===== src/rtl/core/rgbdtp_pkg.sv =====
// ----------------------------------------------------------------------------
// RGB decimal triplet parser package
// Status codes, character constants and byte classes shared by the parser.
// ----------------------------------------------------------------------------
`default_nettype none

package rgbdtp_pkg;

	// Result status of one finished line.
	typedef enum logic [1:0] {
		ST_OK     = 2'd0,
		ST_VALUE  = 2'd1,
		ST_FORMAT = 2'd2,
		ST_DUP    = 2'd3
	} status_t;

	localparam logic [7:0] CH_COMMA = 8'h2C;
	localparam logic [7:0] CH_ZERO  = 8'h30;
	localparam logic [7:0] CH_NINE  = 8'h39;
	localparam logic [7:0] CH_SPACE = 8'h20;
	localparam logic [7:0] CH_TAB   = 8'h09;
	localparam logic [7:0] CH_CR    = 8'h0D;

	// Largest value a color component may take.
	localparam logic [8:0] COMP_MAX = 9'd255;
	// Saturation point of the digit accumulator.
	localparam logic [8:0] ACC_SAT  = 9'd256;
	// Index of the last (blue) component.
	localparam logic [1:0] COMP_LAST = 2'd2;

	// Space, tab, newline, vertical tab, form feed or carriage return.
	function automatic logic is_ws(input logic [7:0] c);
		return (c == CH_SPACE) || ((c >= CH_TAB) && (c <= CH_CR));
	endfunction

	function automatic logic is_dig(input logic [7:0] c);
		return (c >= CH_ZERO) && (c <= CH_NINE);
	endfunction

endpackage

`default_nettype wire


===== src/rtl/core/rgb_decimal_triplet_parser.sv =====
// A terminator request passes through the input stage and then the result register before its result shows.
// Throughput: one input request per cycle unless a terminator waits; bytes in the input stage never wait on the output.
// A terminator waits only while the result register holds an untaken result.
// Reset clears the input stage, the line state, the result register and both
// color valid flags at once; the block is ready right after reset.
// ----------------------------------------------------------------------------
// RGB decimal triplet parser
// Parses "r,g,b" decimal text one byte per request and reports a status and
// the packed color on each end-of-line request.
// ----------------------------------------------------------------------------
`default_nettype none

module rgb_decimal_triplet_parser
	import rgbdtp_pkg::*;
(
	input  wire logic        clk,
	input  wire logic        arst_n,
	input  wire logic        s_axis_tvalid,
	output logic             s_axis_tready,
	input  wire logic [7:0]  s_axis_tdata,   // [7:0] ch
	input  wire logic        s_axis_tlast,   // end_of_line
	input  wire logic        s_axis_tuser,   // [0] target
	output logic             m_axis_tvalid,
	input  wire logic        m_axis_tready,
	output logic [31:0]      m_axis_tdata,   // [1:0] status, [25:2] rgb, rest zero
	output logic             m_axis_tuser    // [0] target_echo
);

	typedef enum logic [1:0] {
		PH_LEAD,
		PH_DIGITS,
		PH_AFTER,
		PH_ERR
	} phase_t;

	// Input stage.
	logic        valid_s1;
	logic [7:0]  ch_s1;
	logic        eol_s1;
	logic        tgt_s1;

	// Result stage.
	logic        valid_s2;
	status_t     status_s2;
	logic [23:0] rgb_s2;
	logic        tgt_s2;

	// Line state and stored color flags.
	phase_t      phase_q, phase_d;
	logic [1:0]  comp_q, comp_d;
	logic [8:0]  acc_q, acc_d;
	logic [15:0] rg_q, rg_d;
	status_t     err_q, err_d;
	logic        floor_vld_q, floor_vld_d;
	logic        ceil_vld_q, ceil_vld_d;

	logic        out_free;
	logic        adv_s1;
	logic        load_s2;
	logic        ws;
	logic        dig;
	logic [3:0]  digit;
	logic [11:0] acc_x10;
	logic        close_ok;
	logic [15:0] rg_closed;
	logic        comma_ok;
	status_t     res_status;
	logic [23:0] res_rgb;

	// Handshake: bytes always advance, a terminator needs a free result slot.
	assign out_free      = !valid_s2 || m_axis_tready;
	assign adv_s1        = valid_s1 && (!eol_s1 || out_free);
	assign load_s2       = adv_s1 && eol_s1;
	assign s_axis_tready = !valid_s1 || adv_s1;

	// Byte classes and the times-ten accumulate.
	assign ws        = is_ws(ch_s1);
	assign dig       = is_dig(ch_s1);
	assign digit     = ch_s1[3:0];
	assign acc_x10   = ({3'b000, acc_q} << 3) + ({3'b000, acc_q} << 1) + {8'h00, digit};
	assign close_ok  = (acc_q <= COMP_MAX);
	assign comma_ok  = (ch_s1 == CH_COMMA) && (comp_q < COMP_LAST);

	// Value of red and green once the current digit run closes.
	always_comb begin
		rg_closed = rg_q;
		if (comp_q == 2'd0) begin
			rg_closed[15:8] = acc_q[7:0];
		end else if (comp_q == 2'd1) begin
			rg_closed[7:0] = acc_q[7:0];
		end
	end

	// Next line state and the result of a terminator.
	always_comb begin
		phase_d     = phase_q;
		comp_d      = comp_q;
		acc_d       = acc_q;
		rg_d        = rg_q;
		err_d       = err_q;
		floor_vld_d = floor_vld_q;
		ceil_vld_d  = ceil_vld_q;
		res_status  = ST_OK;
		res_rgb     = '0;
		if (!eol_s1) begin
			unique case (phase_q)
				PH_LEAD: begin
					if (ws) begin
						phase_d = PH_LEAD;
					end else if (dig) begin
						acc_d   = {5'b00000, digit};
						phase_d = PH_DIGITS;
					end else begin
						if (err_q == ST_OK) err_d = ST_VALUE;
						phase_d = PH_ERR;
					end
				end
				PH_DIGITS: begin
					if (dig) begin
						acc_d = (acc_x10 > {3'b000, ACC_SAT}) ? ACC_SAT : acc_x10[8:0];
					end else if (!close_ok) begin
						if (err_q == ST_OK) err_d = ST_VALUE;
						phase_d = PH_ERR;
					end else begin
						rg_d = rg_closed;
						if (ws) begin
							phase_d = PH_AFTER;
						end else if (comma_ok) begin
							comp_d  = comp_q + 2'd1;
							acc_d   = '0;
							phase_d = PH_LEAD;
						end else begin
							if (err_q == ST_OK) err_d = ST_FORMAT;
							phase_d = PH_ERR;
						end
					end
				end
				PH_AFTER: begin
					if (ws) begin
						phase_d = PH_AFTER;
					end else if (comma_ok) begin
						comp_d  = comp_q + 2'd1;
						acc_d   = '0;
						phase_d = PH_LEAD;
					end else begin
						if (err_q == ST_OK) err_d = ST_FORMAT;
						phase_d = PH_ERR;
					end
				end
				PH_ERR: begin
					phase_d = PH_ERR;
				end
				default: begin
					phase_d = PH_ERR;
				end
			endcase
		end else begin
			// End of line: first error wins, then the line shape is checked.
			res_status = err_q;
			if (err_q == ST_OK) begin
				if (phase_q == PH_DIGITS) begin
					if (!close_ok) begin
						res_status = ST_VALUE;
					end else if (comp_q != COMP_LAST) begin
						res_status = ST_FORMAT;
					end
				end else if (phase_q == PH_AFTER) begin
					if (comp_q != COMP_LAST) res_status = ST_FORMAT;
				end else begin
					res_status = ST_FORMAT;
				end
			end
			// A duplicate outranks every other outcome.
			if (floor_vld_q && ceil_vld_q) res_status = ST_DUP;
			if (res_status == ST_OK) begin
				res_rgb = {rg_q, acc_q[7:0]};
				if (tgt_s1) begin
					ceil_vld_d = 1'b1;
				end else begin
					floor_vld_d = 1'b1;
				end
			end
			phase_d = PH_LEAD;
			comp_d  = '0;
			acc_d   = '0;
			rg_d    = '0;
			err_d   = ST_OK;
		end
	end

	// Input stage control.
	always_ff @(posedge clk or negedge arst_n) begin
		if (!arst_n) begin
			valid_s1 <= 1'b0;
		end else if (s_axis_tready) begin
			valid_s1 <= s_axis_tvalid;
		end
	end

	// Input stage payload.
	always_ff @(posedge clk) begin
		if (s_axis_tvalid && s_axis_tready) begin
			ch_s1  <= s_axis_tdata;
			eol_s1 <= s_axis_tlast;
			tgt_s1 <= s_axis_tuser;
		end
	end

	// Line state and stored color flags.
	always_ff @(posedge clk or negedge arst_n) begin
		if (!arst_n) begin
			phase_q     <= PH_LEAD;
			comp_q      <= '0;
			acc_q       <= '0;
			rg_q        <= '0;
			err_q       <= ST_OK;
			floor_vld_q <= 1'b0;
			ceil_vld_q  <= 1'b0;
		end else if (adv_s1) begin
			phase_q     <= phase_d;
			comp_q      <= comp_d;
			acc_q       <= acc_d;
			rg_q        <= rg_d;
			err_q       <= err_d;
			floor_vld_q <= floor_vld_d;
			ceil_vld_q  <= ceil_vld_d;
		end
	end

	// Result stage control.
	always_ff @(posedge clk or negedge arst_n) begin
		if (!arst_n) begin
			valid_s2 <= 1'b0;
		end else if (out_free) begin
			valid_s2 <= load_s2;
		end
	end

	// Result stage payload.
	always_ff @(posedge clk) begin
		if (load_s2) begin
			status_s2 <= res_status;
			rgb_s2    <= res_rgb;
			tgt_s2    <= tgt_s1;
		end
	end

	assign m_axis_tvalid = valid_s2;
	assign m_axis_tdata  = {6'b000000, rgb_s2, status_s2};
	assign m_axis_tuser  = tgt_s2;

	// A failing line never carries a color.
	assert property (@(posedge clk) disable iff (!arst_n)
		(valid_s2 && (status_s2 != ST_OK)) |-> (rgb_s2 == 24'h000000))
		else $error("rgb nonzero on a failing result");

	// The accumulator saturates and never passes its ceiling.
	assert property (@(posedge clk) disable iff (!arst_n)
		acc_q <= ACC_SAT)
		else $error("accumulator above saturation");

	// The error phase is entered only with an error recorded.
	assert property (@(posedge clk) disable iff (!arst_n)
		(phase_q == PH_ERR) |-> (err_q != ST_OK))
		else $error("error phase without a recorded error");

	// A stored color stays stored.
	assert property (@(posedge clk) disable iff (!arst_n)
		(floor_vld_q && ceil_vld_q) |=> (floor_vld_q && ceil_vld_q))
		else $error("stored color flag dropped");

	// An accepted line for the ceiling target marks the ceiling color as stored.
	assert property (@(posedge clk) disable iff (!arst_n)
		(load_s2 && (res_status == ST_OK) && tgt_s1) |=> ceil_vld_q)
		else $error("ceiling not marked after a good line");

	// Terminators only leave the input stage when the result slot is free.
	assert property (@(posedge clk) disable iff (!arst_n)
		(valid_s2 && !m_axis_tready) |=> (valid_s2 && $stable(status_s2)))
		else $error("untaken result overwritten");

endmodule

`default_nettype wire

===== config.mk =====
export PLATFORM = sky130hd
export DESIGN_NAME = rgb_decimal_triplet_parser
export DESIGN_NICKNAME = d
export VERILOG_FILES = /design/src/rtl/core/rgbdtp_pkg.sv /design/src/rtl/core/rgb_decimal_triplet_parser.sv
export SDC_FILE = /design/constraint.sdc
export NUM_CORES = 1
export LEC_CHECK = 0
export BUFFER_PORTS_ARGS = -buffer_cell sky130_fd_sc_hd__buf_2
export CAP_MARGIN = 20
export CORE_MARGIN = 4
export CORE_UTILIZATION = 46
export CTS_CLUSTER_DIAMETER = 40
export DETAILED_ROUTE_END_ITERATION = 8
export PLACE_DENSITY = 0.77
export SYNTH_ARGS = -nofsm -noshare
export SYNTH_HDL_FRONTEND = slang
export SYNTH_SLANG_ARGS = --single-unit
export TNS_END_PERCENT = 5

===== constraint.sdc =====
create_clock -name clk -period 6.17 [get_ports clk]
set_input_delay 0.9255 -clock clk [delete_from_list [all_inputs] [get_ports clk]]
set_output_delay 0.9255 -clock clk [all_outputs]
set_load 0.01 [all_outputs]

Yosys cells after proc, flatten, opt, wreduce, memory -nomap -nowiden
Index checks and enable logic that the tools add are counted.
{"block": "totals", "register_bits": 72, "input_bits": 14, "out_inout_bits": 35, "word_cells": 122}
{"block": "classes", "add_sub_neg": 3, "order_cmp": 7, "n_eq_ne": 15, "muxes": 47, "bitwise": 1, "reduce_logical": 33}
{"cell": "9-bit 2-to-1 mux", "count": 8}
{"cell": "16-bit 2-to-1 mux", "count": 4}
{"cell": "2-bit 2-to-1 mux", "count": 28}
{"cell": "9-bit case mux with 3 select lines", "count": 1}
{"cell": "8-bit 2-to-1 mux", "count": 3}
{"cell": "8-bit by 6-bit == test with 1-bit output (second input constant)", "count": 2}
{"cell": "3-bit != test (second input constant)", "count": 5}
{"cell": "5-bit AND reduction", "count": 3}
{"cell": "12-bit by 10-bit adder with 12-bit output", "count": 1}
{"cell": "12-bit by 4-bit adder with 12-bit output", "count": 1}
{"cell": "12-bit by 9-bit > comparator with 1-bit output (second input constant)", "count": 1}
{"cell": "4-bit AND reduction", "count": 3}
{"cell": "9-bit by 8-bit <= comparator with 1-bit output (second input constant)", "count": 1}
{"cell": "8-bit by 4-bit greater-or-equal comparator with 1-bit output (second input constant)", "count": 1}
{"cell": "8-bit by 6-bit greater-or-equal comparator with 1-bit output (second input constant)", "count": 1}
{"cell": "8-bit by 4-bit <= comparator with 1-bit output (second input constant)", "count": 1}
{"cell": "8-bit by 6-bit <= comparator with 1-bit output (second input constant)", "count": 1}
{"cell": "2-bit zero test", "count": 4}
{"cell": "2-bit case mux with 4 select lines", "count": 1}
{"cell": "2-bit nonzero test", "count": 4}
{"cell": "1-bit logical AND", "count": 7}
{"cell": "2-bit != test (second input constant)", "count": 3}
{"cell": "2-bit case mux with 3 select lines", "count": 1}
{"cell": "6-bit AND reduction", "count": 1}
{"cell": "other kinds (12)", "count": 20}

Logic depth before layout (Yosys ltp)
{"block": "logic_depth", "depth_word": 9, "ltp_mapped": 10, "mapped_depth_nobuf": 10}

Least setup slack after synthesis
Ideal clock, no wire load.
{"block": "synth_timing", "kind": "register to register", "start": "register ch_s1[3]", "end": "register acc_q[0]", "setup_ps": 103, "arrival_ps": 2637, "required_time_ps": 6067, "path_slack_ps": 3429, "stages_incl_launch_ff": 8, "path_buffers": 0, "path_cell_list": "edfxtp_1 inv_1 fa_1 fa_1 or4b_1 nor4_2 a211oi_2 o41ai_2"}
{"block": "synth_between", "elab_chain_cells": 8, "elab_cells_between_ends": 23, "cone_classes": "1 x add/sub; 5 x order compare; 5 x eq/ne; 7 x mux; 5 x reduce/logical"}
{"element": "start: declaration", "line_no": "rgb_decimal_triplet_parser.sv:38", "text": "logic [7:0] ch_s1;"}
{"element": "start signal: assignment", "line_no": "rgb_decimal_triplet_parser.sv:203", "text": "ch_s1 <= s_axis_tdata;"}
{"element": "parallel branches: the longest is 8 deep, another holds 12-bit by 4-bit adder with 12-bit output"}
{"element": "end signal: assignment", "line_no": "rgb_decimal_triplet_parser.sv:214", "text": "acc_q <= '0;"}
{"element": "end signal: assignment", "line_no": "rgb_decimal_triplet_parser.sv:222", "text": "acc_q <= acc_d;"}
{"element": "end: declaration", "line_no": "rgb_decimal_triplet_parser.sv:51", "text": "logic [8:0] acc_q, acc_d;"}
Several ways; the timed one is not identified. The select of a mux whose other input is x is not followed.
A chain may end at the register's enable or synchronous reset.

Worst setup path after layout
{"block": "layout_timing", "start": "register ch_s1[3]", "end": "register acc_q[6]"}
The elaborated chain is that of the path after synthesis.

==> results.json <==
{
  "grt_use_total_pct": 15.6,
  "crit_fanout": 8,
  "drt-vias-per-instance": 5.49,
  "synth-main-ff-cell": "edfxtp_1",
  "cts.sinks": 72,
  "ys_seq_area_share_pct": 50.3,
  "synth.largest_area_cell": "edfxtp_1",
  "core_area_mm2": 0.00830,
  "fin_worst_skew_ps": 6.53,
  "crit_start": "ch_s1[3]",
  "grt_antenna_before_repair": 0,
  "ant_nets": 0,
  "holdPathStages": 1,
  "clk_latency_ps": 350,
  "cts_resized": 0,
  "firstDrtPassIters": 5,
  "max_freq_mhz": 320,
  "port_buffers": 42,
  "drc": 0,
  "nets": 425,
  "wl_um": 7560,
  "drive_above_1_share_pct": 22.6,
  "syn_area_mm2": 0.00395,
  "postCtsSetupBuffers": 0,
  "synthToLayoutAreaGrowth_pct": 11.8,
  "io_pins": 49,
  "clkTransAtPathRegs_ps": 80,
  "synth.most_common_cell": "edfxtp_1",
  "yosysWarnings": 0,
  "min_from": "tgt_s1",
  "relSlewSlack_pct": 34.6,
  "grt_pass1_wl_um": 12500,
  "finalCritPeriodShare_pct": 50.6,
  "rsz0062_at_grt": "false",
  "drt_iter0_drc": 134,
  "grt_pass1_vias": 2639,
  "critPathKind": "register to register",
  "finalSetupViolCount": 0,
  "reg2reg_slack_ps": 3050,
  "finalHoldViolCount": 0,
  "num_vias": 2716,
  "synth_top_area_share_pct": 28.1,
  "maxCapViolations": 0,
  "critPathRequiredTime_ps": 6370,
  "ys_top_cells_by_area": "edfxtp_1 28%, dfrtp_1 22%, ha_1 7.6%",
  "final_max_slew_viol_count": 0,
  "ys_seq_elements": 72,
  "hpwl_um": 5550,
  "initial_core_util_pct": 47.6,
  "place_congestion": 0.883,
  "crit_top_cell": "inv_1",
  "synth_compound_area_share_pct": 14.8,
  "async_flop_share_pct": 48.6,
  "cts_max_level": 3,
  "hold_path.class": "register to register",
  "synth_mux_area_share_pct": 4.56,
  "r2r_cells": 10,
  "cts_root_buf": "clkbuf_8",
  "timing.rr.start": "ch_s1[3]",
  "start_kind": "register",
  "dieArea_mm2": 0.0101,
  "cts_hold_buf": 0,
  "grt_overflow": 0,
  "synth_edf_count": 37,
  "grt_max_degree": 36,
  "irDropWorstVdd_mv": 0.154,
  "synth_top_family_by_area": "simple AND/OR/NAND/NOR gates",
  "endpoint_kind": "register",
  "cpPeakStageDelay_ps": 600,
  "status": "finished clean",
  "fin_crit_ps": 3120,
  "synth-adder-area-share_pct": 8.61,
  "rows": 33,
  "power-per-cell-area_mw_per_mm2": 294,
  "yosys-top-cells-count": "37 x edfxtp_1, 35 x dfrtp_1, 27 x and2_1, 24 x ha_1, 21 x a21oi_1",
  "synth.distinct_cells": 65,
  "p_leak_uw": 0.00193,
  "worst_pin_slew_ps": 981,
  "critical-path-slowest-cell": "fa_1",
  "routedWlPerCell_um": 15.3,
  "synth_simple_gate_area_share_pct": 16.1,
  "die_h_um": 101,
  "die_w_um": 101,
  "cts_tree": "built",
  "syn_inst": 342,
  "cts_buffers": 9,
  "r2r-end": "acc_q[6]",
  "path_cells": "inv_1 > fa_1 > inv_1 > ha_1 > a211oi_1 > o21bai_1 > a21oi_1 > xor2_1 > a211oi_2 > o31ai_1",
  "clock_path_buffers": 2,
  "avgSynthCellArea_um2": 11.6,
  "synth_xor_area_share_pct": 1.11,
  "antennaDiodeCount": 0,
  "holdPathEnd": "floor_vld_q",
  "tns_ps": 0,
  "final_core_util_pct": 53.2,
  "arrival_ps": 3330
}
==> cells in the final DEF, fill, tap and decap left out, drive strengths merged, types with 18 or more instances in the layout <==
| master | Yosys | final |
|---|---|---|
| a21oi | 22 | 22 |
| and2 | 28 | 28 |
| buf | 10 | 43 |
| dfrtp | 35 | 35 |
| edfxtp | 37 | 37 |
| ha | 24 | 24 |
| inv | 18 | 19 |
| nand2 | 19 | 19 |
| nor2 | 18 | 18 |
==> kinds of logic (layout without fill, tap and decap cells) <==
| logic type | count (synthesis) | in the layout |
|---|---|---|
| flops | 72 | 72 |
| buf+inv | 34 | 77 |
| compound gates | 81 | 81 |
| simple gates | 107 | 107 |
| mux | 16 | 16 |
| other cells | 1 | 6 |
| fa+ha+maj | 26 | 26 |
| xor+xnor | 5 | 5 |
==> final cells by class <==
class | instances | area, um^2
Timing Repair Buffer | 43 | 218
Clock buffer | 10 | 138
Sequential cell | 72 | 1990
Fill cell | 732 | 3880
Tap cell | 105 | 131
Multi-Input combinational cell | 241 | 1810
Inverter | 18 | 67.6
Clock inverter | 6 | 67.6
==> flip-flops by register name (all words and copies together) (netlist names), 2 cells and up <==
name	cells
acc_q	9
err_q	2
rg_q	16
rgb_s2	24
ch_s1	8
status_s2	2
phase_q	2
comp_q	2
==> layer usage <==
layer / global-route usage, % / vias up / wire [um]
met1: 20.5 / 1303 / 3430
met5: 0 / - / 0
met4: 5.60 / 0 / 115
met3: 3.67 / 9 / 397
met2: 25.4 / 79 / 3620
li1: - / 1325 / -
==> power breakdown <==
part	switching (uW)	total (uW)	internal, uW
clock network	186	385	199
registers	44.7	600	555
logic	184	316	132
total	415	1300	887
==> worst max-delay path by stage <==
stage | endpoint
global placement | acc_q[0]
finish | acc_q[6]
global route | acc_q[6]
CTS | acc_q[6]
floorplan | acc_q[0]
detailed placement | acc_q[6]
==> worst max-delay path, delay by kind of cell, from the launching register on <==
family	cells	cell delay, ps
compound gates	5	1330
xor+xnor	1	110
fa+ha+maj	2	900
buf+inv	2	180
flops	1	450
==> stage by stage <==
step / std cells / hold WS [ps] / cell area (um^2) / power (uW) / setup slack (ps)
final: 495 / 493 / 4420 / 1300 / 3050
after global routing: 495 / 508 / 4420 / 1370 / 2790
after CTS: 495 / 491 / 4420 / 1310 / 3050
after detailed placement: 479 / 472 / 4210 / 924 / 3070
after global placement: 479 / 465 / 4210 / 912 / 3250
after floorplan: 347 / 448 / 3970 / 850 / 3430
Power figures use the tool's default switching activity.
